$ cat src/rtl/tasp_pkg.sv
// ----------------------------------------------------------------------------
// tasp_pkg
// Shared types and codes of the two-axis step pulse generator.
// ----------------------------------------------------------------------------
package tasp_pkg;

  // Command codes
  localparam logic [1:0] CMD_TICK  = 2'd0;
  localparam logic [1:0] CMD_MOVE  = 2'd1;
  localparam logic [1:0] CMD_JOG   = 2'd2;
  localparam logic [1:0] CMD_ABORT = 2'd3;

  // Storage widths
  localparam int PERIOD_W = 20;
  localparam int STEPS_W  = 31;
  localparam int SPEED_W  = 32;

  // Shortest legal step period in ticks
  localparam int MIN_PERIOD = 2;

  typedef enum logic [1:0] {
    S_IDLE,
    S_DIV,
    S_TICK,
    S_DONE
  } state_t;

endpackage

$ cat src/rtl/two_axis_step_pulse_generator_core.sv
// ----------------------------------------------------------------------------
// two_axis_step_pulse_generator_core
// Throughput: one transaction at a time; move and jog are set by the shared
// restoring divider, one period bit per cycle; ticks visit one axis a cycle.
// Reset: synchronous active-low rst_n stops both axes and clears the control and
// per-axis state, driver enables included; divider and result registers are not reset.
// ----------------------------------------------------------------------------
module two_axis_step_pulse_generator_core
  import tasp_pkg::*;
#(
  parameter int TICK_RATE = 1000000
) (
  input  logic                      clk,
  input  logic                      rst_n,
  input  logic                      in_valid,
  output logic                      in_ready,
  input  logic [1:0]                in_cmd,
  input  logic                      in_axis,
  input  logic signed [31:0]        in_step_count,
  input  logic                      in_forward,
  input  logic [SPEED_W-1:0]        in_speed_hz,
  output logic                      out_valid,
  input  logic                      out_ready,
  output logic                      out_step_a,
  output logic                      out_step_b,
  output logic                      out_dir_a,
  output logic                      out_dir_b,
  output logic                      out_enable_a,
  output logic                      out_enable_b,
  output logic                      out_busy_a,
  output logic                      out_busy_b
);

  // Divider widths follow the tick rate
  localparam int DW = $clog2(TICK_RATE + 1);
  localparam int CW = $clog2(DW);

  state_t state_r, state_nxt;
  logic   ax_r, ax_nxt;

  // Per-axis state
  logic [PERIOD_W-1:0] period_r [2];
  logic [PERIOD_W-1:0] period_nxt [2];
  logic [PERIOD_W-1:0] phase_r [2];
  logic [PERIOD_W-1:0] phase_nxt [2];
  logic [STEPS_W-1:0]  steps_r [2];
  logic [STEPS_W-1:0]  steps_nxt [2];
  logic [1:0] jog_r, jog_nxt;
  logic [1:0] run_r, run_nxt;
  logic [1:0] dir_r, dir_nxt;
  logic [1:0] en_r, en_nxt;

  // Divider registers
  logic [DW-1:0]      rem_r, rem_nxt;
  logic [DW-1:0]      quo_r, quo_nxt;
  logic [SPEED_W-1:0] div_r, div_nxt;
  logic [CW-1:0]      cnt_r, cnt_nxt;

  // Output register
  logic       out_valid_r;
  logic [7:0] res_r, res_nxt;

  logic accept, out_free;
  assign accept   = in_valid && in_ready;
  assign out_free = !out_valid_r || out_ready;
  assign in_ready = (state_r == S_IDLE);

  // Divider step: one quotient bit
  logic [DW:0]     rem_sh;
  logic [DW:0]     rem_sub;
  logic            div_ge;
  logic [DW-1:0]   quo_sh;
  logic [DW-1:0]   quo_clamp;
  assign rem_sh  = {rem_r, quo_r[DW-1]};
  assign div_ge  = SPEED_W'(rem_sh) >= div_r;
  assign rem_sub = rem_sh - div_r[DW:0];
  assign quo_sh  = {quo_r[DW-2:0], div_ge};
  assign quo_clamp = (quo_sh < DW'(MIN_PERIOD)) ? DW'(MIN_PERIOD) : quo_sh;

  // Move magnitude, saturated to 31 bits
  logic [31:0]        mag32;
  logic [STEPS_W-1:0] mag;
  assign mag32 = in_step_count[31] ? (32'd0 - in_step_count) : in_step_count;
  assign mag   = mag32[31] ? {STEPS_W{1'b1}} : mag32[STEPS_W-1:0];

  // Tick unit for the selected axis
  logic [PERIOD_W:0]   ph_inc;
  logic [PERIOD_W-1:0] ph_wrap;
  logic                half_hit;
  logic [STEPS_W-1:0]  steps_dec;
  assign ph_inc    = {1'b0, phase_r[ax_r]} + 1'b1;
  assign ph_wrap   = (ph_inc >= {1'b0, period_r[ax_r]}) ? '0 : ph_inc[PERIOD_W-1:0];
  assign half_hit  = (ph_wrap == (period_r[ax_r] >> 1)) && !jog_r[ax_r];
  assign steps_dec = (steps_r[ax_r] != '0) ? steps_r[ax_r] - 1'b1 : steps_r[ax_r];

  // Next state
  always_comb begin
    state_nxt = state_r;
    unique case (state_r)
      S_IDLE: begin
        if (accept) begin
          unique case (in_cmd)
            CMD_TICK: state_nxt = S_TICK;
            CMD_MOVE: begin
              if (!run_r[in_axis] && (in_step_count != '0)) state_nxt = S_DIV;
              else state_nxt = S_DONE;
            end
            CMD_JOG:   state_nxt = S_DIV;
            CMD_ABORT: state_nxt = S_DONE;
            default:   state_nxt = S_DONE;
          endcase
        end
      end
      S_DIV:  if (cnt_r == '0) state_nxt = S_DONE;
      S_TICK: if (ax_r) state_nxt = S_DONE;
      S_DONE: if (out_free) state_nxt = S_IDLE;
      default: state_nxt = S_IDLE;
    endcase
  end

  // Datapath updates
  always_comb begin
    ax_nxt     = ax_r;
    period_nxt = period_r;
    phase_nxt  = phase_r;
    steps_nxt  = steps_r;
    jog_nxt    = jog_r;
    run_nxt    = run_r;
    dir_nxt    = dir_r;
    en_nxt     = en_r;
    rem_nxt    = rem_r;
    quo_nxt    = quo_sh;
    div_nxt    = div_r;
    cnt_nxt    = cnt_r;
    res_nxt    = res_r;
    unique case (state_r)
      S_IDLE: begin
        if (accept) begin
          ax_nxt  = (in_cmd == CMD_TICK) ? 1'b0 : in_axis;
          rem_nxt = '0;
          quo_nxt = DW'(TICK_RATE);
          div_nxt = (in_speed_hz == '0) ? SPEED_W'(1) : in_speed_hz;
          cnt_nxt = CW'(DW - 1);
          unique case (in_cmd)
            CMD_MOVE: begin
              if (!run_r[in_axis] && (in_step_count != '0)) begin
                dir_nxt[in_axis]   = !in_step_count[31];
                steps_nxt[in_axis] = mag;
                jog_nxt[in_axis]   = 1'b0;
                run_nxt[in_axis]   = 1'b1;
                en_nxt[in_axis]    = 1'b1;
                phase_nxt[in_axis] = '0;
              end
            end
            CMD_JOG: begin
              dir_nxt[in_axis]   = in_forward;
              steps_nxt[in_axis] = '0;
              jog_nxt[in_axis]   = 1'b1;
              run_nxt[in_axis]   = 1'b1;
              en_nxt[in_axis]    = 1'b1;
              phase_nxt[in_axis] = '0;
            end
            CMD_ABORT: begin
              steps_nxt[in_axis] = '0;
              jog_nxt[in_axis]   = 1'b0;
              run_nxt[in_axis]   = 1'b0;
              en_nxt[in_axis]    = 1'b0;
              phase_nxt[in_axis] = '0;
            end
            default: ;
          endcase
        end
      end
      S_DIV: begin
        // Advance the restoring divider; store the clamped period at the end
        rem_nxt = div_ge ? rem_sub[DW-1:0] : rem_sh[DW-1:0];
        cnt_nxt = cnt_r - 1'b1;
        if (cnt_r == '0) period_nxt[ax_r] = PERIOD_W'(quo_clamp);
      end
      S_TICK: begin
        // Step one axis, then move to the next
        if (run_r[ax_r]) begin
          phase_nxt[ax_r] = ph_wrap;
          if (half_hit) begin
            steps_nxt[ax_r] = steps_dec;
            if (steps_dec == '0) begin
              run_nxt[ax_r]   = 1'b0;
              phase_nxt[ax_r] = '0;
              if (ax_r) en_nxt[ax_r] = 1'b0;
            end
          end
        end
        ax_nxt = 1'b1;
      end
      S_DONE: begin
        // Capture the result once the output register is free
        if (out_free) begin
          res_nxt = {run_r[1], run_r[0], en_r[1], en_r[0], dir_r[1], dir_r[0],
                     run_r[1] && (phase_r[1] < (period_r[1] >> 1)),
                     run_r[0] && (phase_r[0] < (period_r[0] >> 1))};
        end
      end
      default: ;
    endcase
  end

  // State registers
  always_ff @(posedge clk) begin
    if (!rst_n) begin
      state_r     <= S_IDLE;
      ax_r        <= 1'b0;
      period_r    <= '{default: '0};
      phase_r     <= '{default: '0};
      steps_r     <= '{default: '0};
      jog_r       <= '0;
      run_r       <= '0;
      dir_r       <= '0;
      en_r        <= '0;
      out_valid_r <= 1'b0;
    end else begin
      state_r    <= state_nxt;
      ax_r       <= ax_nxt;
      period_r   <= period_nxt;
      phase_r    <= phase_nxt;
      steps_r    <= steps_nxt;
      jog_r      <= jog_nxt;
      run_r      <= run_nxt;
      dir_r      <= dir_nxt;
      en_r       <= en_nxt;
      if (state_r == S_DONE && out_free) out_valid_r <= 1'b1;
      else if (out_ready) out_valid_r <= 1'b0;
    end
  end

  // Payload registers
  always_ff @(posedge clk) begin
    rem_r <= rem_nxt;
    quo_r <= quo_nxt;
    div_r <= div_nxt;
    cnt_r <= cnt_nxt;
    res_r <= res_nxt;
  end

  assign out_valid    = out_valid_r;
  assign out_step_a   = res_r[0];
  assign out_step_b   = res_r[1];
  assign out_dir_a    = res_r[2];
  assign out_dir_b    = res_r[3];
  assign out_enable_a = res_r[4];
  assign out_enable_b = res_r[5];
  assign out_busy_a   = res_r[6];
  assign out_busy_b   = res_r[7];

`ifndef NO_ASSERTIONS
  // A running axis always has its driver enabled
  a_run_en: assert property (@(posedge clk) disable iff (!rst_n)
    (run_r & ~en_r) == 2'b00) else $error("running axis with driver disabled");

  // A jogging axis carries no step budget
  a_jog_steps: assert property (@(posedge clk) disable iff (!rst_n)
    !(jog_r[0] && steps_r[0] != '0) && !(jog_r[1] && steps_r[1] != '0))
    else $error("jog axis with nonzero step count");

  // Accepting a transaction drops ready in the following cycle
  a_busy: assert property (@(posedge clk) disable iff (!rst_n)
    accept |=> !in_ready) else $error("ready held after accept");

  // A result appears only out of the completion state
  a_res: assert property (@(posedge clk) disable iff (!rst_n)
    $rose(out_valid_r) |-> $past(state_r == S_DONE))
    else $error("result raised outside completion");
`endif

endmodule
$ cat config.mk
export PLATFORM = sky130hd
export DESIGN_NAME = two_axis_step_pulse_generator_core
export DESIGN_NICKNAME = d
export VERILOG_FILES = /design/src/rtl/tasp_pkg.sv /design/src/rtl/two_axis_step_pulse_generator_core.sv
export SDC_FILE = /design/constraint.sdc
export NUM_CORES = 1
export LEC_CHECK = 0
export ABC_AREA = 0
export BUFFER_PORTS_ARGS = -buffer_cell sky130_fd_sc_hd__buf_2
export CORE_ASPECT_RATIO = 0.6
export CORE_MARGIN = 5
export CORE_UTILIZATION = 40
export CTS_BUF_LIST = sky130_fd_sc_hd__clkbuf_16
export DETAILED_ROUTE_END_ITERATION = 7
export GPL_TIMING_DRIVEN = 0
export RECOVER_POWER = 100
export SLEW_MARGIN = 0
export SYNTH_ARGS = -nofsm -noshare
export SYNTH_HDL_FRONTEND = slang
export SYNTH_SLANG_ARGS = --single-unit
$ cat constraint.sdc
create_clock -name clk -period 7.92 [get_ports clk]
set_clock_uncertainty 0.1 [all_clocks]
set_input_delay 1.584 -clock clk [delete_from_list [all_inputs] [get_ports clk]]
set_output_delay 1.584 -clock clk [all_outputs]
set_load 0.02 [all_outputs]
==> summary.md <==
| Metric | Value |
|---|---|
| Clk_lat worst skew | 0.58 ns |
| Worst path arrival time | 8.19 ns |
| Die area | 0.0449 mm^2 |
| DP Area | between 0.015 and 0.02 mm^2 |
| CTS Hold Bufs | 0 |
| Pwr Total | 6.18 mW |
| Commonest non-fill, non-tap cell in the layout | nand2_1 |
| Global route overflow | 0 |
| Number of diodes | 0 |
| Flop-to-flop setup slack | 0.09 ns |
| FF-to-FF Start | ax_r$_SDFFE_PN0P_ |
| Slowest-stage cell, CP | or3_1 |
| Critical Path Start Type | flop |
| Rows | 57 |
| Largest net degree at the start of global routing | 35 |
| R2r worst-path depth | 29 |
| Leak pwr | 6.82 nW |
| Clock sinks | approximately 240 |
| RR Endpoint | steps_r[39]$_SDFFE_PN0P_ |
| GP Congestion | 1.02 |
| Max FO, Critical Path | 19 |
| Async SR Flop Fraction | 0% |
| Clock Root Buffer | clkbuf_16 |
| #FFs+latches synth | 239 |
| Period utilization | 98.8% |
| Avg WL per Cell | 25.4 um |
| Endpoints failing setup | 0 |
| Share of cells above drive strength 1 | a little under a tenth |
| Die width | 270 um |
| Number of top-level pins | 82 |
| Crit path kind | flop to flop |
| Total of warnings raised by yosys | 0 |
| Drt drc | 0 |
| Final WL | about 67000 um |
| CP Data Required Time | 8.28 ns |
| Post-Synthesis Cells | between 1.5k and 2k |
| Die H | around 170 um |
| Placed Cells | 2573 |
| Number of synthesized flops with an enable pin | 65 |
| HPWL after detailed placement | 52000 um |
| Clock transition at the registers of the reported paths | 0.07 ns |
| CTS tree | built |
| # port buffers | 80 |
| # H-tree levels | 1 |
| PD cells | approximately 340 mW/mm^2 |
| Layout net count | 2235 |
| Unrepaired setup endpoints after global routing | no |
| Router iterations before antenna repair | 6 |
| Failing checks | max-capacitance violations, max-slew violations |
| Fin crit period | between 7 and 8 ns |
| Max-Cap Viols | 1 |
| Final hold violations | 0 |
| Slew HR | -12.2% |
| Initial core utilization | 40.4% |
| Avg Cell Area, Syn | 8.30 um^2 |
| Most frequent cells in the layout | 191 x nand2_1, 184 x a21oi_1, 174 x dfxtp_1 |
| Hold Path End | res_r[3]$_DFFE_PP_ |
| Finished Layout Cells | 2623 |
| Mean number of vias per cell | 6.26 |
| Slew @ Worst Pin | roughly 1.7 ns |
| Initial antenna violation count | 1 |
| Hold Crit Class | flop to flop |
| Post-synth top flop | dfxtp_1 |
| Final hold slack | 0.345 ns |
| Slowest Stage Delay on Critical Path | ~0.48 ns |
| GRT Overall Usage | 28.2% |
| Critical Path Most Common Cell | buf_6 |
| Number of global-route vias before repair | ~15k |
| Global-route wire length before repair | 97900 um |
| Hold Path Cell Cnt | 0 |
| Max Slew Vio Count | 13 |
| Synthesized area | 0.0163 mm^2 |
| Routed via count | about 16k |
| Post-route ant nets | 0 |
| Syn Nets | 2123 |
| Hold_sp | dir_r[1]$_SDFFE_PN0P_ |
| Status | finished, violations left |
| Starting DRT DRC Count | approximately 2.1k |
| Sequential-to-total area share from yosys stat | between 30 and 40% |
| Maximum VDD drop | 0.000191 V |
| Fmax | between 100 and 150 MHz |
| Design area | 0.0183 mm^2 |
| Critical Path Sink Type | flop |
| Core Footprint | ~0.040 mm^2 |
| Area added between synthesis and finish | 12.4% |
| Number of CTS-inserted buffers | 26 |
| Clock tree buffer depth | 3 |
| Cell variety after synth | 99 |
state kept, by name (all words and copies together), names as in the netlist, named ones only:
signal,flops
period_r,40
res_r,8
dir_r,2
cnt_r,5
rem_r,20
ax_r,1
state_r,2
steps_r,62
out_valid,1
quo_r,20
div_r,32
phase_r,40
layout make-up:
class                   instances  area, um^2
fillers                      3991       22000
multi-input cells            1484        9890
flip-flops and latches        239        5440
clock buffers                  28         701
well taps                     531         664
plain buffers                 139         624
repair buffers                 87         413
inverters                      96         360
clock inverters                19         188
cell usage after synthesis (all sizes together) (25+ instances only):
| library cell | number | area share (%) |
|---|---|---|
| edfxtp | 65 | 12 |
| nor3 | 123 | 4.0 |
| nand2 | 192 | 4.4 |
| mux2i | 74 | 4.6 |
| nor4 | 44 | 2.0 |
| xor2 | 43 | 2.3 |
| nor2 | 124 | 2.9 |
| dfxtp | 174 | 21 |
| buf | 38 | 1.5 |
| xnor2 | 41 | 2.2 |
| clkbuf | 104 | 2.4 |
| nand3 | 35 | 1.1 |
| a21oi | 186 | 5.8 |
| o22ai | 57 | 2.2 |
| a22oi | 29 | 1.4 |
| ha | 89 | 6.8 |
| o21ai | 64 | 2.0 |
| inv | 96 | 2.2 |
| nand2b | 25 | 0.96 |
where the power goes:
group / leakage, nW / switching [mW] / internal (mW)
Sequential: 2.04 / 0.253 / 1.54
Combinational: 4.34 / 2.08 / 1.02
Clock: 0.434 / 0.567 / 0.713
what timing repair did:
item / 4_1_cts / 5_1_grt
cloned: 0 / 0
endpoints found under the hold margin: 0 / 0
resized for setup: 10 / 3
endpoints found under the setup margin: 104 / 65
setup buffers: 4 / 1
pin swaps: 2 / 1
stage by stage:
stage | TNS (ns) | setup WS (ns) | util, %
floorplan | 0 | 1.35 | -
global placement | -149.74 | -1.93 | 43.0
detailed placement | -149.14 | -1.95 | 43.1
CTS | 0 | 0.0483 | 45.5
global route | 0 | 0.00816 | 45.4
finish | 0 | 0.0917 | 45.4
per-layer routing:
layer | global-route usage, % | share of wire, % | up-vias
met5 | 0 | 0.017 | -
met4 | 4.23 | 1.4 | 2
met3 | 10.8 | 14 | 67
met2 | 33.7 | 35 | 954
met1 | 46.6 | 50 | 7949
li1 | - | - | 7436
kinds of logic after synthesis:
group / share of synthesized area (%)
compound gates: 21.2
simple gates: 22.3
xor+xnor: 4.66
mux: 5.41
flops: 33.4
fa+ha+maj: 6.97
buf+inv: 6.10
how the worst max path moves through the flow:
| stage | start | endpoint | slack (ns) |
|---|---|---|---|
| floorplan | ax_r$_SDFFE_PN0P_ | steps_r[2]$_SDFFE_PN0P_ | 1.35 |
| CTS | ax_r$_SDFFE_PN0P_ | steps_r[22]$_SDFFE_PN0P_ | 0.05 |
| detailed placement | ax_r$_SDFFE_PN0P_ | steps_r[22]$_SDFFE_PN0P_ | -1.95 |
| global route | ax_r$_SDFFE_PN0P_ | steps_r[60]$_SDFFE_PN0P_ | 0.008 |
| global placement | ax_r$_SDFFE_PN0P_ | steps_r[22]$_SDFFE_PN0P_ | -1.93 |
| finish | ax_r$_SDFFE_PN0P_ | steps_r[39]$_SDFFE_PN0P_ | 0.09 |
worst max-delay path: cells and delay by family (launching register included):
kind / cells / cell delay, ns
and+or+nand+nor: 6 / 1.33
adders and majority gates: 2 / 0.64
muxes: 1 / 0.21
buffers and inverters: 13 / 3.07
AOI/OAI and AO/OA: 6 / 1.67
xor gates and xnor gates: 1 / 0.32
DFF: 1 / 0.32
Power figures use the tool's default switching activity.
